## src/cta_pkg.sv

```systemverilog
`default_nettype none
package cta_pkg;

  localparam int unsigned InW    = 12;   // pixel coordinate width
  localparam int unsigned OrgW   = 32;   // origin register width
  localparam int unsigned StepW  = 18;   // step register width
  localparam int unsigned ProdW  = 31;   // coordinate times step
  localparam int unsigned RayW   = 34;   // ray component, never wraps
  localparam int unsigned NegW   = 35;   // ray component after sign flip
  localparam int unsigned MagW   = 34;   // depth magnitude
  localparam int unsigned AccW   = 52;   // projection numerator
  localparam int unsigned TexW   = 10;   // texel index width
  localparam int unsigned FaceW  = 3;
  localparam int unsigned OrdW   = 2;
  localparam int unsigned CntW   = 4;
  localparam int unsigned AddrW  = 5;
  localparam int unsigned DataW  = 32;

  // shrink factor 0.4999 as 32761/65536, scaled down by 2^10 with the face size
  localparam logic [AccW-1:0] ShrinkK = AccW'(32761);
  // depth shift that turns m into the divisor (64 * |d|)
  localparam int unsigned DivShift = 6;
  localparam int unsigned QuotMsb  = TexW - 1;

  localparam logic [OrdW-1:0] OrdLast = 2'd2;

  // register indexes
  localparam logic [2:0] RegOrgX  = 3'd0;
  localparam logic [2:0] RegOrgY  = 3'd1;
  localparam logic [2:0] RegOrgZ  = 3'd2;
  localparam logic [2:0] RegColX  = 3'd3;
  localparam logic [2:0] RegColZ  = 3'd4;
  localparam logic [2:0] RegRowX  = 3'd5;
  localparam logic [2:0] RegRowY  = 3'd6;
  localparam logic [2:0] RegRowZ  = 3'd7;

  typedef struct packed {
    logic signed [OrgW-1:0]  org_x;
    logic signed [OrgW-1:0]  org_y;
    logic signed [OrgW-1:0]  org_z;
    logic signed [StepW-1:0] col_x;
    logic signed [StepW-1:0] col_z;
    logic signed [StepW-1:0] row_x;
    logic signed [StepW-1:0] row_y;
    logic signed [StepW-1:0] row_z;
  } cfg_t;

  typedef struct packed {
    logic load;
    logic prod;
    logic sum;
    logic setup;
    logic advance;
    logic mul;
    logic chk;
    logic div_step;
    logic store;
    logic out_load;
    logic out_miss;
  } cmd_t;

  typedef struct packed {
    logic d_zero;
    logic in_range;
    logic div_last;
    logic sel_b;
  } status_t;

endpackage
`default_nettype wire

```

## src/cta_regs.sv

```systemverilog
`default_nettype none
module cta_regs (
  input  wire                        clk_i,
  input  wire                        rst_ni,
  input  wire                        psel,
  input  wire                        penable,
  input  wire                        pwrite,
  input  wire [cta_pkg::AddrW-1:0]   paddr,
  input  wire [cta_pkg::DataW-1:0]   pwdata,
  output logic [cta_pkg::DataW-1:0]  prdata,
  output logic                       pready,
  output cta_pkg::cfg_t              cfg_o
);
  import cta_pkg::*;

  cfg_t       cfg_q;
  logic [2:0] idx;
  logic       wr_en;

  assign idx    = paddr[AddrW-1:2];
  assign wr_en  = psel & penable & pwrite;
  assign pready = 1'b1;
  assign cfg_o  = cfg_q;

  always_ff @(posedge clk_i or negedge rst_ni) begin
    if (!rst_ni) begin
      cfg_q <= '0;
    end else if (wr_en) begin
      unique case (idx)
        RegOrgX: cfg_q.org_x <= pwdata;
        RegOrgY: cfg_q.org_y <= pwdata;
        RegOrgZ: cfg_q.org_z <= pwdata;
        RegColX: cfg_q.col_x <= pwdata[StepW-1:0];
        RegColZ: cfg_q.col_z <= pwdata[StepW-1:0];
        RegRowX: cfg_q.row_x <= pwdata[StepW-1:0];
        RegRowY: cfg_q.row_y <= pwdata[StepW-1:0];
        RegRowZ: cfg_q.row_z <= pwdata[StepW-1:0];
        default: ;
      endcase
    end
  end

  always_comb begin
    unique case (idx)
      RegOrgX: prdata = cfg_q.org_x;
      RegOrgY: prdata = cfg_q.org_y;
      RegOrgZ: prdata = cfg_q.org_z;
      RegColX: prdata = DataW'(cfg_q.col_x);
      RegColZ: prdata = DataW'(cfg_q.col_z);
      RegRowX: prdata = DataW'(cfg_q.row_x);
      RegRowY: prdata = DataW'(cfg_q.row_y);
      RegRowZ: prdata = DataW'(cfg_q.row_z);
      default: prdata = '0;
    endcase
  end

endmodule
`default_nettype wire

```

## config.mk

```make
export PLATFORM = sky130hd
export DESIGN_NAME = cta_regs
export DESIGN_NICKNAME = d
export VERILOG_FILES = /design/src/cta_pkg.sv /design/src/cta_regs.sv
export SDC_FILE = /design/constraint.sdc
export NUM_CORES = 1
export LEC_CHECK = 0
export BUFFER_PORTS_ARGS = -buffer_cell sky130_fd_sc_hd__buf_2
export CAP_MARGIN = 20
export CELL_PAD_IN_SITES_DETAIL_PLACEMENT = 0
export CELL_PAD_IN_SITES_GLOBAL_PLACEMENT = 1
export CORE_MARGIN = 2
export CORE_UTILIZATION = 25
export CTS_CLUSTER_SIZE = 14
export DETAILED_ROUTE_END_ITERATION = 7
export GPL_TIMING_DRIVEN = 0
export PLACE_DENSITY = 0.51
export SLEW_MARGIN = 20
export SYNTH_ARGS = -nofsm -noshare
export SYNTH_HDL_FRONTEND = slang
export SYNTH_SLANG_ARGS = --single-unit
```

## constraint.sdc

```tcl
create_clock -name clk_i -period 2.2 [get_ports clk_i]
set_clock_uncertainty 0.2 [all_clocks]
set_input_delay 0.11 -clock clk_i [delete_from_list [all_inputs] [get_ports clk_i]]
set_output_delay 0.11 -clock clk_i [all_outputs]
set_load 0.1 [all_outputs]
```

=== Yosys cells after proc, flatten, opt, wreduce, memory -nomap -nowiden ===
Cells that the tools add are included.

* Input bits: 42
* Output and inout bits: 219
* Logic and storage cells: 27
* Flip-flop bits (word level): 186

* Multiplexer cells: 1
* Reduce and logical (&&, ||, !) cells: 9
* Bitwise gates (word level): 2
* Equal/unequal tests: 7

{| class="wikitable"
|+ Operators with widths
! kind !! count
|-
| $pmux W32 S8 || 1
|-
| $reduce_and A2 Y1 || 8
|-
| $eq A3 B3 Y1 const B || 4
|-
| $eq A3 B2 Y1 const B || 2
|-
| $eq A3 B1 Y1 const B || 1
|-
| $logic_not A3 Y1 || 1
|-
| $and A1 B1 Y1 || 2
|}

=== Depth between registers and ports, before layout ===
* Depth in word-level cells: 3
* Mapped depth: 6
* Gate-level depth less buffers: 3

=== Worst setup path before layout ===
OpenSTA, ideal clock, no wires.

* Path type: register to output
* Start: reg cfg_q (netlist bit cfg_o[89])
* End: out prdata[17] (netlist bit)
* Cell stages (with the launch flop): 5
* Slack: -1.231 ns
* Buffers on the path: 1
* Data required time: 1.890 ns
* Arrival: 3.121 ns
* Cell sequence: dfrtp_1 -> nand2_1 -> o21a_1 -> buf_2 -> a31oi_1

* Longest elaborated chain between the ends: 1

{| class="wikitable"
|+ RTL lines
! item !! RTL line !! RTL
|-
| from (decl) || cta_regs.sv:16 || <nowiki>cfg_t cfg_q;</nowiki>
|-
| $pmux W32 S8 || cta_regs.sv:44 || <nowiki>unique case (idx)</nowiki>
|-
| to (decl) || cta_regs.sv:10 || <nowiki>output logic [cta_pkg::DataW-1:0] prdata,</nowiki>
|}

Every way passes these cells.

=== Worst setup path after layout ===
* Start: reg cfg_q (netlist bit cfg_o[89])
* End: out prdata[20] (netlist bit)

The elaborated chain is that of the path after synthesis.

==> flow_summary.toml <==
[yosys]
synth_top_cell_by_area = "dfrtp_1"
netlist_area_mm2 = 0.00859
synth_compound_area_frac = 0.0728
synth-edff-count = 0
async_flop_share = 1.00
ys_types = 31
synthTopCellsByArea = "dfrtp_1 54%, mux2_2 20%, mux2i_1 6.1%"
ys_seq_area_frac = 0.542
synthesis.nets = 667
yosysMostFrequentCell = "dfrtp_1"
ys_warn_count = 0
synth-xor-area-share = 0
synth_common_cells = "186 x dfrtp_1, 150 x mux2_2, 52 x mux2i_1"
synth_top_family_by_area = "multiplexers"
netlist.area_leader.share = 0.542
synthAdderAreaFrac = 0
synth-main-ff-cell = "dfrtp_1"
synth_simple_gate_area_share = 0.0495
synth_area_per_cell_um2 = 13.7
synth_cells = 625
synth_seq_cells = 186
synth_mux_area_frac = 0.304

[pwr]
switching_share = 0.551
power_frac_comb = 0.518
p_int_mw = 7.20
p_total_mw = 16.0
p_leak_nw = 5.74
p_sw_mw = 8.83
pwr-share-clk = 0.191
ir_worst_vdd_mv = 0.660
power_density_mw_per_mm2 = 1340
seqPwrFrac = 0.291

[clock_network]
cts_tree = "done"
clock_path_buffers = 2
cts.sinks = 186
insertion_delay_ns = 0.44
clkSlewWorstSetupHoldPaths_ns = 0.07
cts_htree_levels = 4
cts_made_buffers = 17
cts-root-buf = "clkbuf_16"

[global_routing]
grt_usage = 0.179
grt_max_degree = 77
antenna_found_initial = 0
gr-total-overflow = 0
grt_pass1_vias = 6690
grt_pass1_wl_um = 46800

[critical_path]
regToRegEndpoint = "cfg_o[185]$_DFFE_PN0P_"
critPathLaunchType = "flop"
worstPathRequired_ns = 1.89
crit_path_end_kind = "output pin"
crit_path_max_fanout = 10
worstPathArrival_ns = 1.82
r2r-start = "cfg_o[185]$_DFFE_PN0P_"
worst-r2r-setup-slack_ns = 1.13
critPathKind = "flop to output pin"
r2r_cells = 1

[timing]
tns_ns = 0
final_max_slew_viol_count = 0
setup_violations = 0
finalCritPeriodShare = 0.969
worst_pin_slew_ns = 0.827
rsz0062_at_grt = "false"
slew_headroom = 0.448
hold_viol_final = 0
layout_min_cycle_time_ns = 2.13
max_freq_ghz = 0.469

[drt]
firstDrtPassIters = 4
wl_met1_um = 15300
vias = 6508
ant_nets = 0
wl_per_cell_um = 22.9
wl_met3_um = 2140
vias_per_cell = 4.64
highest_layer = "met4"
drcViolationCount = 0
wirelength_um = 32200
wl_met2_um = 14500
first_iter_violations = 224

[placement]
dp.cells = 1332
hpwlAfterDp_um = 22600
port_buffers = 257
gp_congestion = 0.725

[floorplanning]
start_util = 0.255
die_w_um = 189
die_area_mm2 = 0.0359
pin_count = 261
core_area_mm2 = 0.0337
fp.dieH_um = 189
num_rows = 67

[cells_and_area]
fin_util = 0.356
drive_gt1_frac = 0.581
nets = 983
fin_cells = 1403
area_delta_synth_final_pct = 39.6
largest_register_ffs = 186

[run_status]
status = "finished, final reports clean"

[min_path]
hp-class = "input port to asynchronous set/reset pin"

[job]
maxCapViolCount = 0
## critical path: stages, from the launching register on
cell and delay (ns):
dfrtp_4 0.41, nand2_1 0.06, o21a_4 0.28, buf_8 0.19, a31oi_4 0.18, buf_6 0.25
## metrics by stage
| stage | instance area [µm²] | hold slack [ns] | worst slack (ns) |
|---|---|---|---|
| after floorplan | 8890 | -0.386 | -0.0407 |
| after global placement | 10700 | 0.157 | -3.35 |
| after detailed placement | 10800 | -0.162 | -0.582 |
| after CTS | 11900 | 0.0433 | 0.00316 |
| after global routing | 12000 | 0.0612 | 0.000222 |
| final | 12000 | 0.0560 | 0.0677 |
## cells by family after synthesis
kind of cell,count (synthesis)
AO/OA/AOI/OAI,83
buffers and inverters,49
flip-flops,186
multiplexers,238
other,1
AND/OR/NAND/NOR,68
## placed cells by master, fill, tap and decap left out, types with 18 or more instances in the layout
master / Yosys / layout
buf_2: 16 / 240
buf_4: 4 / 24
buf_6: 6 / 19
clkbuf_16: 0 / 18
dfrtp_1: 186 / 169
dlygate4sd3_1: 0 / 33
mux2_1: 36 / 36
mux2_2: 150 / 150
mux2i_1: 52 / 50
## worst max path at each step
stage,slack [ns],cells past startpoint,start,endpoint
CTS,0.003,5,cfg_o[17]$_DFFE_PN0P_,prdata[18]
global placement,-3.35,1,rst_ni,cfg_o[53]$_DFFE_PN0P_
finish,0.07,5,cfg_o[89]$_DFFE_PN0P_,prdata[20]
floorplan,-0.04,4,cfg_o[53]$_DFFE_PN0P_,prdata[17]
global route,0.0002,8,paddr[3],prdata[3]
detailed placement,-0.58,8,paddr[2],prdata[31]
## metal layers
metal / track usage / vias up
met1: 0.248 / 3320
met4: 0.0340 / 0
met3: 0.0565 / 13
met2: 0.275 / 212
met5: 0 / -
li1: - / 2963
## timing repair
item                                    4_1_cts  5_1_grt
pin swaps                                     1        2
hold endpoints to repair                    372        0
cloned                                        0        1
setup buffers                                 4        0
endpoints found under the setup margin       41       18
resized for setup                            68       15
hold buffers                                 34        0
## layout make-up
type	instances	area, µm²
buffer	46	333
fill	3403	21700
sequential	186	4690
inverter	2	7.51
tap	448	561
timing repair buffer	298	1880
multi-input combinational	390	3960
clock buffer	20	447
clock inverter	12	116
antenna	1	2.50
## power by group through the flow
stage          Combinational (mW)  Clock (mW)  Sequential, mW
2_1_floorplan                1.94           0            9.52
3_3_place_gp                 8.13           0            4.71
3_5_place_dp                 8.15           0            4.73
4_1_cts                      8.32        3.17            4.66
5_1_grt                      8.54        3.32            4.76
6_report                     8.31        3.06            4.66
Note: power is estimated with default switching activity, not from simulation.
