File: src/cta_pkg.sv
`default_nettype none
package cta_pkg;

  localparam int unsigned InW    = 12;   // pixel coordinate width
  localparam int unsigned OrgW   = 32;   // origin register width
  localparam int unsigned StepW  = 18;   // step register width
  localparam int unsigned ProdW  = 31;   // coordinate times step
  localparam int unsigned RayW   = 34;   // ray component, never wraps
  localparam int unsigned NegW   = 35;   // ray component after sign flip
  localparam int unsigned MagW   = 34;   // depth magnitude
  localparam int unsigned AccW   = 52;   // projection numerator
  localparam int unsigned TexW   = 10;   // texel index width
  localparam int unsigned FaceW  = 3;
  localparam int unsigned OrdW   = 2;
  localparam int unsigned CntW   = 4;
  localparam int unsigned AddrW  = 5;
  localparam int unsigned DataW  = 32;

  // shrink factor 0.4999 as 32761/65536, scaled down by 2^10 with the face size
  localparam logic [AccW-1:0] ShrinkK = AccW'(32761);
  // depth shift that turns m into the divisor (64 * |d|)
  localparam int unsigned DivShift = 6;
  localparam int unsigned QuotMsb  = TexW - 1;

  localparam logic [OrdW-1:0] OrdLast = 2'd2;

  // register indexes
  localparam logic [2:0] RegOrgX  = 3'd0;
  localparam logic [2:0] RegOrgY  = 3'd1;
  localparam logic [2:0] RegOrgZ  = 3'd2;
  localparam logic [2:0] RegColX  = 3'd3;
  localparam logic [2:0] RegColZ  = 3'd4;
  localparam logic [2:0] RegRowX  = 3'd5;
  localparam logic [2:0] RegRowY  = 3'd6;
  localparam logic [2:0] RegRowZ  = 3'd7;

  typedef struct packed {
    logic signed [OrgW-1:0]  org_x;
    logic signed [OrgW-1:0]  org_y;
    logic signed [OrgW-1:0]  org_z;
    logic signed [StepW-1:0] col_x;
    logic signed [StepW-1:0] col_z;
    logic signed [StepW-1:0] row_x;
    logic signed [StepW-1:0] row_y;
    logic signed [StepW-1:0] row_z;
  } cfg_t;

  typedef struct packed {
    logic load;
    logic prod;
    logic sum;
    logic setup;
    logic advance;
    logic mul;
    logic chk;
    logic div_step;
    logic store;
    logic out_load;
    logic out_miss;
  } cmd_t;

  typedef struct packed {
    logic d_zero;
    logic in_range;
    logic div_last;
    logic sel_b;
  } status_t;

endpackage
`default_nettype wire

File: src/cta_ctrl.sv
`default_nettype none
module cta_ctrl (
  input  wire               clk_i,
  input  wire               rst_ni,
  input  wire               in_valid_i,
  output logic              in_ready_o,
  output logic              out_valid_o,
  input  wire               out_ready_i,
  input  cta_pkg::status_t  status_i,
  output cta_pkg::cmd_t     cmd_o
);
  import cta_pkg::*;

  localparam logic [3:0] S_IDLE  = 4'd0;
  localparam logic [3:0] S_PROD  = 4'd1;
  localparam logic [3:0] S_SUM   = 4'd2;
  localparam logic [3:0] S_SETUP = 4'd3;
  localparam logic [3:0] S_MUL   = 4'd4;
  localparam logic [3:0] S_CHK   = 4'd5;
  localparam logic [3:0] S_DIV   = 4'd6;
  localparam logic [3:0] S_STORE = 4'd7;
  localparam logic [3:0] S_DONE  = 4'd8;

  logic [3:0] state_q, state_d;
  logic [1:0] tries_q, tries_d;
  logic       miss_q, miss_d, oval_q, oval_d;

  assign out_valid_o = oval_q;

  always_comb begin
    state_d    = state_q;
    tries_d    = tries_q;
    miss_d     = miss_q;
    cmd_o      = '0;
    in_ready_o = 1'b0;
    oval_d     = oval_q & ~out_ready_i;
    unique case (state_q)
      S_IDLE: begin
        in_ready_o = 1'b1;
        if (in_valid_i) begin
          cmd_o.load = 1'b1;
          state_d    = S_PROD;
        end
      end
      S_PROD: begin
        cmd_o.prod = 1'b1;
        state_d    = S_SUM;
      end
      S_SUM: begin
        cmd_o.sum = 1'b1;
        tries_d   = '0;
        miss_d    = 1'b0;
        state_d   = S_SETUP;
      end
      S_SETUP: begin
        if (status_i.d_zero) begin
          if (tries_q == OrdLast) begin
            miss_d  = 1'b1;
            state_d = S_DONE;
          end else begin
            cmd_o.advance = 1'b1;
            tries_d       = tries_q + 2'd1;
          end
        end else begin
          cmd_o.setup = 1'b1;
          state_d     = S_MUL;
        end
      end
      S_MUL: begin
        cmd_o.mul = 1'b1;
        state_d   = S_CHK;
      end
      S_CHK: begin
        if (!status_i.in_range) begin
          if (tries_q == OrdLast) begin
            miss_d  = 1'b1;
            state_d = S_DONE;
          end else begin
            cmd_o.advance = 1'b1;
            tries_d       = tries_q + 2'd1;
            state_d       = S_SETUP;
          end
        end else begin
          cmd_o.chk = 1'b1;
          state_d   = S_DIV;
        end
      end
      S_DIV: begin
        cmd_o.div_step = 1'b1;
        if (status_i.div_last) state_d = S_STORE;
      end
      S_STORE: begin
        cmd_o.store = 1'b1;
        state_d     = status_i.sel_b ? S_DONE : S_MUL;
      end
      S_DONE: begin
        if (!oval_q || out_ready_i) begin
          cmd_o.out_load = 1'b1;
          cmd_o.out_miss = miss_q;
          oval_d         = 1'b1;
          state_d        = S_IDLE;
        end
      end
      default: state_d = S_IDLE;
    endcase
  end

  always_ff @(posedge clk_i or negedge rst_ni) begin
    if (!rst_ni) begin
      state_q <= S_IDLE;
      tries_q <= '0;
      miss_q  <= 1'b0;
      oval_q  <= 1'b0;
    end else begin
      state_q <= state_d;
      tries_q <= tries_d;
      miss_q  <= miss_d;
      oval_q  <= oval_d;
    end
  end

endmodule
`default_nettype wire

File: config.mk
export PLATFORM = sky130hd
export DESIGN_NAME = cta_ctrl
export DESIGN_NICKNAME = d
export VERILOG_FILES = /design/src/cta_pkg.sv /design/src/cta_ctrl.sv
export SDC_FILE = /design/constraint.sdc
export NUM_CORES = 1
export LEC_CHECK = 0
export BUFFER_PORTS_ARGS = -buffer_cell sky130_fd_sc_hd__buf_2
export CORE_AREA = 5 5 42 44
export CTS_CLUSTER_DIAMETER = 100
export CTS_CLUSTER_SIZE = 28
export DETAILED_ROUTE_END_ITERATION = 6
export DIE_AREA = 0 0 47 49
export PLACE_DENSITY = 0.82
export SYNTH_ARGS = -nofsm -noshare
export SYNTH_HDL_FRONTEND = slang
export SYNTH_SLANG_ARGS = --single-unit
File: constraint.sdc
create_clock -name clk_i -period 2.4 [get_ports clk_i]
set_clock_uncertainty 0.1 [all_clocks]
set_input_delay 0.24 -clock clk_i [delete_from_list [all_inputs] [get_ports clk_i]]
set_output_delay 0.24 -clock clk_i [all_outputs]
set_load 0.005 [all_outputs]
Word-level counts from Yosys, hierarchy flattened
Index checks and enable logic that the tools add are counted.
- flip-flop bits (word level): 8
- add/subtract/negate cells: 1
- muxes and demuxes: 37
- bitwise gates (word level): 2
- reductions and logical operators: 6
- eq/ne operators: 15
- operators by type and width (operator ; count):
    4-bit one-hot mux with 9 select lines ; 1
    4-bit 2-to-1 mux ; 8
    1-bit 2-to-1 mux ; 20
    4-bit by 3-bit equality test with 1-bit output (second input constant) ; 4
    2-bit 2-to-1 mux ; 5
    2-bit inequality test (second input constant) ; 5
    4-bit by 2-bit equality test with 1-bit output (second input constant) ; 2
    2-bit one-hot mux with 3 select lines ; 1
    4-bit by 1-bit equality test with 1-bit output (second input constant) ; 1
    4-bit equality test (second input constant) ; 1
    4-bit zero test ; 1
    4-bit AND reduction ; 1
    3-bit inequality test (second input constant) ; 1
    1-bit one-hot mux with 3 select lines ; 1
    3-bit AND reduction ; 1
    3-bit nonzero test ; 1
    2-bit by 1-bit adder with 2-bit output (second input constant) ; 1
    2-bit equality test (second input constant) ; 1
    1-bit one-hot mux with 2 select lines ; 1
    1-bit bitwise AND ; 1
    1-bit zero test ; 1
    1-bit logical OR ; 1
    1-bit NOT ; 1

Logic depth before layout (Yosys ltp)
- depth after elaboration: 4
- depth in mapped cells: 6
- depth with buffers taken out: 6

Worst setup path after synthesis
No wires, ideal clock.
- path kind: reg-to-output
- start: register state_q[2]
- end: output port cmd_o[0] (netlist bit)
- arrival: 1.251 ns
- stages on the path, launching flop included: 5
- path slack: 0.809 ns
- required time: 2.060 ns
- cells stage by stage: dfrtp_1 buf_6 or4_4 nor2b_2 and2_1
- RTL lines (element ; line ; text):
    start: declaration ; cta_ctrl.sv:24 ; logic [3:0] state_q, state_d;
    start signal: assignment ; cta_ctrl.sv:115 ; state_q <= state_d;
    end: declaration ; cta_ctrl.sv:10 ; output cta_pkg::cmd_t cmd_o

==> metrics list <==
- The run finished with clean final reports.
* Capturing element type of the critical path: output port
- Hpwl dp: around 1.2 mm
- The critical path in this run is classified as reg -> out.
* Class of the tightest hold or removal check: in -> reg
- Dividing the detail-routed via count by the number of cells gives 5.58.
- Clk Latency, worst-skew pair: 0.26 ns
- Maximum buffer depth of the clock tree: 2
* Most frequently used flop master after synthesis: sky130_fd_sc_hd__dfrtp_1
- After synthesis, the netlist uses 33 different library cells.
- Crit path buffers/inverters: 1
- Clock input transition at the sequential cells of the worst setup and hold paths: 0.05 ns
- STA puts the critical path data required time at 2.06 ns.
- Total global-route track usage: 0.149
- Area fraction in compound gates after synthesis: 0.142
- The largest single stage delay on the critical path is between 0.5 and 0.6 ns.
- In this run the cell area of the synthesized design comes to around 600 µm².
* Most common library cells after synthesis: sky130_fd_sc_hd__dfrtp_1 (8), sky130_fd_sc_hd__nand2_1 (7), sky130_fd_sc_hd__nor2_1 (6), sky130_fd_sc_hd__o21ai_0 (6), sky130_fd_sc_hd__nor3_1 (5)
- Switching share of total power: 0.451
- For the final routed database, the setup TNS stands at 0 ns.
* Post-synth EDFFs: 0
* Gate power share: 0.521
- Of the available clock period, the critical path in the final layout requires 0.880.
- Area of the core region: around 1400 µm²
* Final Hold Violating Endpoints: 0
* # IOs: 21
- In the post-synthesis netlist, the biggest area contributors are sky130_fd_sc_hd__dfrtp_1 (32%), sky130_fd_sc_hd__o21ai_0 (4.9%), sky130_fd_sc_hd__nand2_1 (4.3%).
- The analysis attributes to cell leakage a power of 0.379 nW.
- Largest voltage drop on the vdd net: approximately 0.53 mV
- Post-Syn Instances: 75
- Of the cells placed in the final design, the portion with a size suffix greater than 1 is 0.305.
* Grt ovf: 0
- Mapped Avg Cell Area: 8.24 µm²
- Sequential cell area fraction in the yosys report: 0.324
* Power share of the clock group: 0.127
- Final core utilization: 0.532
- The worst pin sits at a relative slew slack of 0.647.
* Final Setup Violations: 0
* Actual slew at the worst max-slew pin: 0.529 ns
- Level count of the clock H-tree: 1
- Clock root cell: sky130_fd_sc_hd__clkbuf_4
* WL final: approximately 1.5 mm
- Die Footprint: 2300 µm²
- Category of cells accounting for the largest share of critical-path delay: simple AND/OR/NAND/NOR gates
- FP Rows: 14
- P_sw: 0.000370 W
- Of the total power, registers draw 0.352.
- Across the run, the number of max-cap violations was 0.
- Internal power summed over all cells: 0.000450 W
* Post-detailed-route count of antenna-violating nets: 0
- Initial standard-cell utilization of the core: 0.441
- The first global-routing pass estimated 2.48 mm of wire.
- Setup repair after global routing missed its margin: false
* TritonRoute pass-1 iters: 4
- Die span in x: 47 µm
- Yosys printed 0 warnings.
- After the first detailed-routing iteration, the DRC count stood at 14.
- For this run, the number of standard cells in the final layout without fillers is 111.
* Cell type contributing the most total cell area after synthesis: sky130_fd_sc_hd__dfrtp_1
* Number of antenna violations at the first check in global routing: 0
- Max frequency: approximately 470 MHz
* Fraction of synthesized area in multiplexers: 0.0526
- For the worst setup path, the data arrival time is 1.77 ns.
- In this run the vertical extent of the chip is around 49 µm.
* Routability-driven placement congestion ratio: 0.780
* Most numerous cell in the Yosys netlist: sky130_fd_sc_hd__dfrtp_1
- Drt wl/cell: ~14 µm
* Xor and xnor area share after synthesis: 0.0142
- Period minus WS final: 2.11 ns
* Number of port buffers: 20
* Flip-flop and latch count after synthesis: 8
- Of all nets on the critical path, the largest fanout is 15.
- Via count of the first global-routing pass: 578
* Cell area power density: 1100 nW/µm²
- Max-slew violations: 0
- Fraction of synthesis flops using an asynchronous set or reset pin: 1.00
* Synth-to-layout area growth: 20.6%
- Clock tree from TritonCTS: done
- Of the post-synthesis cell area, the dominant cell type holds 0.324.
- Count of placed standard cells including taps: roughly 110
- Net count after synthesis: between 80 and 90
- Walking the worst path, the cells encountered are nor3b_1 -> nand2_1 -> o21ai_2 -> buf_2.
- Among all stages on the critical path, the largest delay is contributed by sky130_fd_sc_hd__dfrtp_1.
* N_diodes: 0
- After synthesis, the largest family of logic cells by area is simple AND/OR/NAND/NOR gates.
- The final route contains around 620 vias.
- Buffer count from post-CTS setup fixing: 0
- CTS buffer count: 3
- Counting every sink on the clock net gives 8.
- DRC violation count after routing: 0
- STA classifies the critical path startpoint as a flop.
- Of the total synthesized cell area, the portion taken by AND, OR, NAND and NOR gates is 0.350.
- The net count of the finished layout is approximately 110.
- Post-Synth Adder-Cell Area: 0.0405
- Entering global routing, the biggest net connects 16 pins.
[registers in the layout, summed over array words and instances, names as in the netlist]
signal,flops
state_q,4
tries_q,2
miss_q,1
out_valid_o,1
[what timing repair did]
item	in CTS	in global routing
gates resized for setup	0	0
hold buffers	1	0
endpoints found under the hold margin	8	0
[cell usage in the layout, fill, tap and decap left out, drive strengths merged]
cell and count:
o32ai 1, and3 2, a21oi 1, a22o 1, ha 2, buf 21
nor3 5, mux2i 1, nand3 3, mux2 2, dlygate4sd3 1, dfrtp 8
o21bai 1, nor4 2, and2 2, xor2 1, o21ai 8, nor2b 4
or2b 1, a31oi 1, nand2b 3, nor4b 2, clkbuf 3, or4 1
nand2 7, nor2 6, nor3b 1, inv 4
[power groups by stage]
stage	clock network (W)	registers, W	logic [W]
6_report	0.000104	0.000288	0.000427
5_1_grt	0.000114	0.000303	0.000477
4_1_cts	0.000108	0.000285	0.000427
3_5_place_dp	0	0.000288	0.000422
3_3_place_gp	0	0.000282	0.000410
2_1_floorplan	0	0.000224	0.000375
[through the flow]
step                area, µm²  total power (W)  setup WS [ns]  hold slack, ns
CTS                       746         0.000819          0.295           0.171
global placement          713         0.000692          0.611        -0.00133
global route              746         0.000895          0.161           0.192
floorplan                 618         0.000600          0.809          -0.156
detailed placement        713         0.000709          0.575        -0.00106
finish                    746         0.000820          0.288           0.172
[worst paths after layout]
path                              from          end  slack [ns]  cells after the start
max in group asynchronous       rst_ni   state_q[1]        1.77                      2
max reg2reg                 state_q[1]   tries_q[0]        0.66                      4
min in group asynchronous       rst_ni   state_q[2]        0.26                      2
max                         state_q[1]     cmd_o[6]        0.29                      4
min                        out_ready_i  out_valid_o        0.17                      3
min reg2reg                     miss_q       miss_q        0.39                      2
[cell type report]
class                   count  area (µm²)
clock buffers               3        22.5
multi-input cells          58         370
fillers                   135         656
flip-flops and latches      8         200
inverters                   4        15.0
well taps                  16        20.0
repair buffers             22         118
[metal layers]
metal / track usage / wire length, µm / up-vias
met5: 0 / 0 / -
met4: 0.0968 / 29 / 0
met3: 0.0406 / 116 / 5
met2: 0.217 / 749 / 22
met1: 0.184 / 605 / 288
li1: - / - / 304
[cell families (layout without fill, tap and decap cells)]
| kind of cell | after synthesis | count (layout) |
|---|---|---|
| AND/OR/NAND/NOR | 39 | 39 |
| AO/OA/AOI/OAI | 13 | 13 |
| buffers and inverters | 9 | 29 |
| flip-flops | 8 | 8 |
| multiplexers | 3 | 3 |
| adder cells (fa/ha/maj) | 2 | 2 |
| XOR/XNOR | 1 | 1 |
[tightest hold or removal path: stages]
cell and delay, ns:
sky130_fd_sc_hd__buf_2 0.07, sky130_fd_sc_hd__nand2b_1 0.12, sky130_fd_sc_hd__nand2_1 0.06
Note: power is estimated with default switching activity, not from simulation.
