$ cat config.mk
export PLATFORM = sky130hd
export DESIGN_NAME = cta_datapath
export DESIGN_NICKNAME = d
export VERILOG_FILES = /design/src/cta_pkg.sv /design/src/cta_datapath.sv
export SDC_FILE = /design/constraint.sdc
export NUM_CORES = 2
export LEC_CHECK = 0
export ABC_AREA = 1
export BUFFER_PORTS_ARGS = -buffer_cell sky130_fd_sc_hd__buf_2
export CAP_MARGIN = 0
export CORE_UTILIZATION = 55
export DETAILED_ROUTE_END_ITERATION = 7
export PLACE_DENSITY_LB_ADDON = 0.05
export SYNTH_ARGS = -nofsm -noshare
export SYNTH_HDL_FRONTEND = slang
export SYNTH_SLANG_ARGS = --single-unit
$ cat constraint.sdc
create_clock -name clk_i -period 7.3 [get_ports clk_i]
set_input_delay 0.73 -clock clk_i [delete_from_list [all_inputs] [get_ports clk_i]]
set_output_delay 0.73 -clock clk_i [all_outputs]
set_load 0.02 [all_outputs]
$ cat src/cta_pkg.sv
`default_nettype none
package cta_pkg;

  localparam int unsigned InW    = 12;   // pixel coordinate width
  localparam int unsigned OrgW   = 32;   // origin register width
  localparam int unsigned StepW  = 18;   // step register width
  localparam int unsigned ProdW  = 31;   // coordinate times step
  localparam int unsigned RayW   = 34;   // ray component, never wraps
  localparam int unsigned NegW   = 35;   // ray component after sign flip
  localparam int unsigned MagW   = 34;   // depth magnitude
  localparam int unsigned AccW   = 52;   // projection numerator
  localparam int unsigned TexW   = 10;   // texel index width
  localparam int unsigned FaceW  = 3;
  localparam int unsigned OrdW   = 2;
  localparam int unsigned CntW   = 4;
  localparam int unsigned AddrW  = 5;
  localparam int unsigned DataW  = 32;

  // shrink factor 0.4999 as 32761/65536, scaled down by 2^10 with the face size
  localparam logic [AccW-1:0] ShrinkK = AccW'(32761);
  // depth shift that turns m into the divisor (64 * |d|)
  localparam int unsigned DivShift = 6;
  localparam int unsigned QuotMsb  = TexW - 1;

  localparam logic [OrdW-1:0] OrdLast = 2'd2;

  // register indexes
  localparam logic [2:0] RegOrgX  = 3'd0;
  localparam logic [2:0] RegOrgY  = 3'd1;
  localparam logic [2:0] RegOrgZ  = 3'd2;
  localparam logic [2:0] RegColX  = 3'd3;
  localparam logic [2:0] RegColZ  = 3'd4;
  localparam logic [2:0] RegRowX  = 3'd5;
  localparam logic [2:0] RegRowY  = 3'd6;
  localparam logic [2:0] RegRowZ  = 3'd7;

  typedef struct packed {
    logic signed [OrgW-1:0]  org_x;
    logic signed [OrgW-1:0]  org_y;
    logic signed [OrgW-1:0]  org_z;
    logic signed [StepW-1:0] col_x;
    logic signed [StepW-1:0] col_z;
    logic signed [StepW-1:0] row_x;
    logic signed [StepW-1:0] row_y;
    logic signed [StepW-1:0] row_z;
  } cfg_t;

  typedef struct packed {
    logic load;
    logic prod;
    logic sum;
    logic setup;
    logic advance;
    logic mul;
    logic chk;
    logic div_step;
    logic store;
    logic out_load;
    logic out_miss;
  } cmd_t;

  typedef struct packed {
    logic d_zero;
    logic in_range;
    logic div_last;
    logic sel_b;
  } status_t;

endpackage
`default_nettype wire

$ cat src/cta_datapath.sv
`default_nettype none
module cta_datapath (
  input  wire                           clk_i,
  input  wire                           rst_ni,
  input  cta_pkg::cfg_t                 cfg_i,
  input  wire [cta_pkg::InW-1:0]        col_i,
  input  wire [cta_pkg::InW-1:0]        row_i,
  input  wire                           frame_start_i,
  input  cta_pkg::cmd_t                 cmd_i,
  output cta_pkg::status_t              status_o,
  output logic [cta_pkg::FaceW-1:0]     face_o,
  output logic [cta_pkg::TexW-1:0]      texel_col_o,
  output logic [cta_pkg::TexW-1:0]      texel_row_o,
  output logic                          miss_o
);
  import cta_pkg::*;

  logic [InW-1:0]          col_q, row_q;
  logic signed [ProdW-1:0] p_cx_q, p_rx_q, p_ry_q, p_cz_q, p_rz_q;
  logic signed [RayW-1:0]  c_q [3];
  logic [OrdW-1:0]         ord_q, k_q;
  logic signed [RayW-1:0]  a_sel, b_sel, d_sel;
  logic signed [NegW-1:0]  an_q, bn_q;
  logic [MagW-1:0]         dm_q;
  logic                    dpos_q, sel_q;
  logic signed [AccW-1:0]  src, s_d, s_q, dext, diff;
  logic [AccW-1:0]         rem_q, dv_q;
  logic [CntW-1:0]         cnt_q;
  logic [TexW-1:0]         q_q, xi_q, yi_q;
  logic                    neg;

  // axis order: 0 (x,y,z), 1 (y,z,x), 2 (z,x,y)
  always_comb begin
    unique case (k_q)
      2'd1:    begin a_sel = c_q[1]; b_sel = c_q[2]; d_sel = c_q[0]; end
      2'd2:    begin a_sel = c_q[2]; b_sel = c_q[0]; d_sel = c_q[1]; end
      default: begin a_sel = c_q[0]; b_sel = c_q[1]; d_sel = c_q[2]; end
    endcase
  end

  assign neg  = d_sel[RayW-1];
  assign src  = sel_q ? AccW'(bn_q) : AccW'(an_q);
  assign dext = $signed({{(AccW-MagW-DivShift){1'b0}}, dm_q, {DivShift{1'b0}}});
  // a*32761 + 32800*|d|, everything divided by 2^10
  assign s_d  = src * $signed(ShrinkK)
              + $signed(AccW'({dm_q, 15'd0})) + $signed(AccW'({dm_q, 5'd0}));
  assign diff = $signed(rem_q - dv_q);

  assign status_o.d_zero   = (d_sel == '0);
  assign status_o.in_range = (s_q + dext > 0) && (s_q < (dext <<< TexW));
  assign status_o.div_last = (cnt_q == '0);
  assign status_o.sel_b    = sel_q;

  always_ff @(posedge clk_i or negedge rst_ni) begin
    if (!rst_ni) begin
      ord_q <= '0;
      k_q   <= '0;
    end else begin
      if (cmd_i.load) begin
        if (frame_start_i) ord_q <= '0;
        k_q <= frame_start_i ? '0 : ord_q;
      end else if (cmd_i.advance) begin
        k_q <= (k_q == OrdLast) ? '0 : k_q + 2'd1;
      end
      if (cmd_i.out_load && !cmd_i.out_miss) ord_q <= k_q;
    end
  end

  always_ff @(posedge clk_i) begin
    if (cmd_i.load) begin
      col_q <= col_i;
      row_q <= row_i;
    end
    if (cmd_i.prod) begin
      p_cx_q <= $signed({1'b0, col_q}) * cfg_i.col_x;
      p_rx_q <= $signed({1'b0, row_q}) * cfg_i.row_x;
      p_ry_q <= $signed({1'b0, row_q}) * cfg_i.row_y;
      p_cz_q <= $signed({1'b0, col_q}) * cfg_i.col_z;
      p_rz_q <= $signed({1'b0, row_q}) * cfg_i.row_z;
    end
    if (cmd_i.sum) begin
      c_q[0] <= RayW'(cfg_i.org_x) + RayW'(p_cx_q) + RayW'(p_rx_q);
      c_q[1] <= RayW'(cfg_i.org_y) + RayW'(p_ry_q);
      c_q[2] <= RayW'(cfg_i.org_z) + RayW'(p_cz_q) + RayW'(p_rz_q);
    end
    if (cmd_i.setup) begin
      an_q   <= neg ? -NegW'(a_sel) : NegW'(a_sel);
      bn_q   <= neg ? -NegW'(b_sel) : NegW'(b_sel);
      dm_q   <= neg ? MagW'(-NegW'(d_sel)) : MagW'(d_sel);
      dpos_q <= ~neg;
      sel_q  <= 1'b0;
    end
    if (cmd_i.mul) s_q <= s_d;
    if (cmd_i.chk) begin
      // a slightly negative v truncates to zero
      rem_q <= s_q[AccW-1] ? '0 : s_q;
      dv_q  <= dext <<< QuotMsb;
      cnt_q <= CntW'(QuotMsb);
      q_q   <= '0;
    end
    if (cmd_i.div_step) begin
      if (!diff[AccW-1]) rem_q <= diff;
      q_q   <= {q_q[TexW-2:0], ~diff[AccW-1]};
      dv_q  <= dv_q >> 1;
      cnt_q <= cnt_q - 1'b1;
    end
    if (cmd_i.store) begin
      if (sel_q) yi_q <= q_q;
      else xi_q <= q_q;
      sel_q <= 1'b1;
    end
    if (cmd_i.out_load) begin
      miss_o      <= cmd_i.out_miss;
      face_o      <= cmd_i.out_miss ? '0 : {k_q, dpos_q};
      texel_col_o <= cmd_i.out_miss ? '0 : xi_q;
      texel_row_o <= cmd_i.out_miss ? '0 : yi_q;
    end
  end

endmodule
`default_nettype wire

---- After elaboration in Yosys (flattened, before gate mapping) ----
Memory sizes are Yosys's and may differ from the RTL's.
Cells that the tools add are included.
storage, ports and cells
  register bits after elaboration ......... 500
  memory bits (writable) .................. 102
  word-level logic and storage cells ...... 90
  memories kept ........................... 1
operators by class
  add/sub/neg operators ................... 14
  $mul .................................... 6
  $lt $le $gt $ge ......................... 2
  eq/ne operators ......................... 2
  mux-type cells .......................... 25
  bitwise gates (word level) .............. 3
  reductions and logical operators ........ 10
memories
  memory  depth  width  rd ports  clocked after Yosys merged registers in  wr ports  line                RTL
  c_q     3      34     3         0                                        3         cta_datapath.sv:20  logic signed [RayW-1:0] c_q [3];
operator list
  kind                                                             count
  two-way mux 52 bit                                               4
  case mux 34 bit (2 select lines)                                 3
  multiplier 13 x 18 -> 31 bit                                     5
  adder 32 x 31 -> 33 bit                                          3
  two-way mux 35 bit                                               2
  negation 34 -> 35 bit                                            2
  adder 33 x 31 -> 34 bit                                          2
  adder 52 x 40 -> 52 bit                                          1
  adder 52 x 41 -> 52 bit                                          1
  adder 52 x 50 -> 52 bit                                          1
  greater-than comparator 52 x 1 -> 1 bit (second input constant)  1
  less-than comparator 52 x 51 -> 1 bit                            1
  multiplier 52 x 16 -> 52 bit (second input constant)             1
  subtractor 52 x 49 -> 52 bit                                     1
  two-way mux 51 bit                                               1
  two-way mux 49 bit                                               1
  two-way mux 48 bit                                               1
  zero test 34 bit                                                 1
  negation 34 bit                                                  1
  two-way mux 33 bit                                               1
  two-way mux 10 bit                                               2
  two-way mux 2 bit                                                6
  two-way mux 4 bit                                                2
  nonzero test 2 bit                                               3
  other kinds (10)                                                 15

---- Longest topological paths before layout ----
  word-level depth ........................ 4
  depth in mapped cells ................... 31
  depth with buffers taken out ............ 30

---- Worst setup path before layout ----
OpenSTA, ideal clock, no wires.
  path type ............................... register to register
  from .................................... register sel_q
  to ...................................... register s_q[47] (data pin)
  arrival time ............................ 6.644 ns
  data required time ...................... 7.040 ns
  path slack .............................. 0.397 ns
  stages on the path, launching flop included .. 23
  cells stage by stage .................... dfxtp_1 > clkbuf_1 > o21ai_1 > inv_1 > fa_1 > xnor2_1 > xor2_1 > fa_1 > inv_1 > fa_1 > fa_1 > inv_1 > fa_1 > inv_1 > ha_1 > nand2_1 > nor2_1 > inv_1 > nor4_1 > nand3_1 > nand3_1 > a31oi_1 > xnor2_1
on the way
  word-level cells in the longest chain between the ends .. 4
RTL lines
  item                          line                 RTL
  start, declared               cta_datapath.sv:25   logic dpos_q, sel_q;
  start signal, assigned        cta_datapath.sv:91   sel_q <= 1'b0;
  start signal, assigned        cta_datapath.sv:110  sel_q <= 1'b1;
  two-way mux 52 bit            cta_datapath.sv:42   assign src = sel_q ? AccW'(bn_q) : AccW'(an_q);
  multiplier 52 x 16 -> 52 bit  cta_datapath.sv:45   assign s_d = src * $signed(ShrinkK)
  adder 52 x 50 -> 52 bit       cta_datapath.sv:46   + $signed(AccW'({dm_q, 15'd0})) + $signed(AccW'({dm_q, 5'd0}));
  adder 52 x 40 -> 52 bit       cta_datapath.sv:46
  named net s_d[47]             cta_datapath.sv:26   logic signed [AccW-1:0] src, s_d, s_q, dext, diff;
  end signal, assigned          cta_datapath.sv:93   if (cmd_i.mul) s_q <= s_d;
  end, declared                 cta_datapath.sv:26
The timed path passes the listed nets, and every way through them passes these cells.
A chain may end at the register's enable or synchronous reset.

---- Final worst setup path ----
  from .................................... register sel_q
  to ...................................... register s_q[42] (data pin)
Same word-level chain as after synthesis.

==> reports/summary.json <==
{
  "clock_network": {
    "htree_levels": 3,
    "clk_pin_slew_worst_paths_ns": 0.06,
    "tritoncts.num_buffers": 76,
    "cts-root-buf": "sky130_fd_sc_hd__clkbuf_16",
    "tritoncts_num_sinks": 601,
    "worst_skew_pair.late_latency_ns": 0.73,
    "cts_tree": "built",
    "max-clock-path-buffers": 3
  },
  "worst_hold_path": {
    "hold_path_class": "primary input to flip-flop"
  },
  "synthesis": {
    "async_reset_ff_frac": 0.00666,
    "syn_area_mm2": 0.0930,
    "synth-main-ff-cell": "sky130_fd_sc_hd__edfxtp_1",
    "synth_enable_flop_cells": 544,
    "synthMostInstantiatedCell": "sky130_fd_sc_hd__inv_1",
    "synthesis.yosys.warnings": 0,
    "syn_avg_cell_area_um2": 8.29,
    "synth_top_area_frac": 0.309,
    "synth-seq-area-share": 0.188,
    "synthTopCellsByArea": "sky130_fd_sc_hd__fa_1, sky130_fd_sc_hd__edfxtp_1, sky130_fd_sc_hd__inv_1, sky130_fd_sc_hd__ha_1, sky130_fd_sc_hd__nand2_1",
    "yosys.cell_types.count": 67,
    "postSynthCellCount": 11200,
    "synth_largest_area_cell": "sky130_fd_sc_hd__fa_1",
    "synth_nets": 13600,
    "synth_commonest_cells": "sky130_fd_sc_hd__inv_1, sky130_fd_sc_hd__nand2_1, sky130_fd_sc_hd__fa_1",
    "synth_seq_cells": 601
  },
  "place": {
    "dp_hpwl_um": 229000,
    "dpl-instance-area_mm2": 0.0963,
    "port_bufs": 251,
    "routabilityCongestion": 0.984
  },
  "job": {
    "cap_violations": 0
  },
  "sta": {
    "setup_viol": 0,
    "hold_slack_ns": 0.203,
    "fin_worst_skew_ns": 0.0454,
    "clock.fmax_mhz": 145,
    "number_of_pins_exceeding_their_max_slew_limit_in_the_final_report": 0,
    "layout_worst_path_cycle_share": 0.947,
    "max_slew_margin": 0.159,
    "hold_viol_final": 0,
    "worst_slew_pin_slew_ns": 1.26,
    "final.min_clock_period_ns": 6.92
  },
  "finish": {
    "nets": 13700,
    "post_synthesis_to_final_layout_area_growth_pct": 6.59,
    "post-route-cell-area_mm2": 0.0991,
    "post_route_cells_drive_above_1_share": 0.0488
  },
  "detailed_routing": {
    "routed_wl_um": 271000,
    "routed-via-count": 73000,
    "route.antenna.remaining_nets": 0,
    "detailedRoute.firstPassIterationCount": 6,
    "post-route-drc-count": 0,
    "viasPerCell": 5.37,
    "post_drt_wl_per_cell_um": 19.9,
    "first_iter_violations": 6199
  },
  "floorplan": {
    "placeableCoreArea_mm2": 0.167,
    "dieHeight_um": 413,
    "num_rows": 150,
    "initial_utilization": 0.555,
    "chipWidth_um": 413,
    "pin_count": 252,
    "area_of_the_die_mm2": 0.171
  },
  "worst_setup_path": {
    "path_class": "flip-flop to flip-flop",
    "critical_path.reg2reg.startpoint": "sel_q",
    "setup_crit_start_kind": "flip-flop",
    "rrSetupSlack_ns": 0.38,
    "setup.worst_path.end_class": "flip-flop",
    "crit_required_ns": 7.78,
    "crit_arrival_ns": 7.40,
    "r2r_end": "s_q[42]",
    "worst_setup_path_startpoint": "sel_q",
    "worst_r2r_path_depth": 23,
    "timing.critical_path.fanout_max": 27,
    "endpoint": "s_q[42]"
  },
  "global_route": {
    "global_route_wire_length_before_repair_um": 425000,
    "grt_antenna_before_repair": 19,
    "first_global_vias": 74600,
    "global_route.overflow_total": 0,
    "grt_start_max_net_pins": 176,
    "global_route.usage.total": 0.326
  },
  "run_status": {
    "run_status": "finished clean"
  }
}
[routing by layer]
metal	share of wire	GRT usage
met1	0.42	0.440
met2	0.46	0.529
met3	0.068	0.0465
met4	0.046	0.134
met5	0.00015	0
[cells by family (layout without fill, tap and decap cells)]
family / Yosys count / after routing / share of synthesized area
xor gates and xnor gates: 444 / 444 / 0.0418
adders and majority gates: 2190 / 2190 / 0.411
DFF: 601 / 601 / 0.188
other: 0 / 11 / 0
buffers and inverters: 3220 / 3371 / 0.132
AOI/OAI and AO/OA: 1188 / 1188 / 0.0717
and+or+nand+nor: 3576 / 3576 / 0.155
[worst max-delay path, cell delays in order, from the launching register on]
cell and delay (ns):
sky130_fd_sc_hd__dfxtp_1 0.43, sky130_fd_sc_hd__inv_1 0.06, sky130_fd_sc_hd__buf_4 0.21, sky130_fd_sc_hd__or2_2 0.30, sky130_fd_sc_hd__o21ai_1 0.33, sky130_fd_sc_hd__fa_1 0.61, sky130_fd_sc_hd__fa_1 0.57, sky130_fd_sc_hd__inv_1 0.06
sky130_fd_sc_hd__fa_1 0.52, sky130_fd_sc_hd__fa_1 0.44, sky130_fd_sc_hd__fa_1 0.50, sky130_fd_sc_hd__inv_1 0.05, sky130_fd_sc_hd__fa_1 0.48, sky130_fd_sc_hd__inv_1 0.05, sky130_fd_sc_hd__ha_1 0.37, sky130_fd_sc_hd__nand2_1 0.11
sky130_fd_sc_hd__nor2_1 0.29, sky130_fd_sc_hd__inv_1 0.10, sky130_fd_sc_hd__nor2_1 0.16, sky130_fd_sc_hd__nand3_1 0.10, sky130_fd_sc_hd__o211a_1 0.25, sky130_fd_sc_hd__o21ai_1 0.36, sky130_fd_sc_hd__a21oi_1 0.15, sky130_fd_sc_hd__xnor2_1 0.15
[stage by stage]
| step | setup WS (ns) | TNS [ns] | instances | util |
|---|---|---|---|---|
| 6_report | 0.384 | 0 | 13600 | 0.592 |
| 3_3_place_gp | 0.266 | 0 | 13400 | 0.575 |
| 3_5_place_dp | 0.183 | 0 | 13400 | 0.575 |
| 5_1_grt | -0.00117 | -0.00117 | 13600 | 0.592 |
| 4_1_cts | 0.150 | 0 | 13600 | 0.591 |
| 2_1_floorplan | 0.397 | 0 | 11200 | - |
[cell usage in the layout (no fill, tap or decap), types with 15 or more instances in the layout]
master and n:
sky130_fd_sc_hd__nor4_1 20, sky130_fd_sc_hd__a21boi_0 20, sky130_fd_sc_hd__edfxtp_1 544, sky130_fd_sc_hd__nand4_1 61
sky130_fd_sc_hd__clkbuf_16 76, sky130_fd_sc_hd__o211ai_1 24, sky130_fd_sc_hd__buf_2 248, sky130_fd_sc_hd__o21ai_0 326
sky130_fd_sc_hd__ha_1 752, sky130_fd_sc_hd__inv_1 2892, sky130_fd_sc_hd__clkbuf_1 15, sky130_fd_sc_hd__or2_2 32
sky130_fd_sc_hd__xnor2_1 169, sky130_fd_sc_hd__fa_1 1435, sky130_fd_sc_hd__nor3_1 54, sky130_fd_sc_hd__a21o_1 31
sky130_fd_sc_hd__dfxtp_1 53, sky130_fd_sc_hd__a21oi_1 477, sky130_fd_sc_hd__xor2_1 275, sky130_fd_sc_hd__o21bai_1 30
sky130_fd_sc_hd__buf_4 64, sky130_fd_sc_hd__o21ai_1 82, sky130_fd_sc_hd__nand2_1 2508, sky130_fd_sc_hd__a31oi_1 70
sky130_fd_sc_hd__o21ai_2 34, sky130_fd_sc_hd__o21a_1 37, sky130_fd_sc_hd__nand3_1 345, sky130_fd_sc_hd__nor2_1 503
[registers in the layout, indices dropped and copies added, names as in the netlist, 31 cells and up]
signal / flops
p_cz_q: 31
p_rx_q: 31
c_q: 101
p_rz_q: 31
s_q: 52
dv_q: 49
rem_q: 52
p_ry_q: 31
dm_q: 34
bn_q: 35
an_q: 35
p_cx_q: 31
[repair_timing]
action / in CTS / in global routing
buffers inserted: 0 / 1
hold endpoints to repair: 4 / 0
endpoints found under the setup margin: 0 / 16
gates resized for setup: 0 / 34
hold buffers: 1 / 0
[worst min path at each step]
stage               startpoint        end  slack [ns]  cells after the start
floorplan               q_q[9]    xi_q[9]        0.42                      0
global placement     rem_q[51]  rem_q[51]        0.45                      2
detailed placement   rem_q[51]  rem_q[51]        0.45                      2
CTS                   row_i[3]   row_q[3]        0.15                      1
global route          row_i[9]   row_q[9]        0.16                      1
finish                col_i[5]   col_q[5]        0.20                      1
[cell type report]
type / instances / area (µm²)
Inverter: 2905 / 10900
Fill cell: 15400 / 68300
Clock inverter: 43 / 618
Tap cell: 2204 / 2760
Multi-Input combinational cell: 7398 / 63200
Sequential cell: 601 / 17500
Timing Repair Buffer: 326 / 1980
Antenna cell: 11 / 27.5
Clock buffer: 97 / 2040
Power is left out: the tool's default activity adds up to more than one toggle a clock period on the data nets, which glitch-free logic cannot reach.
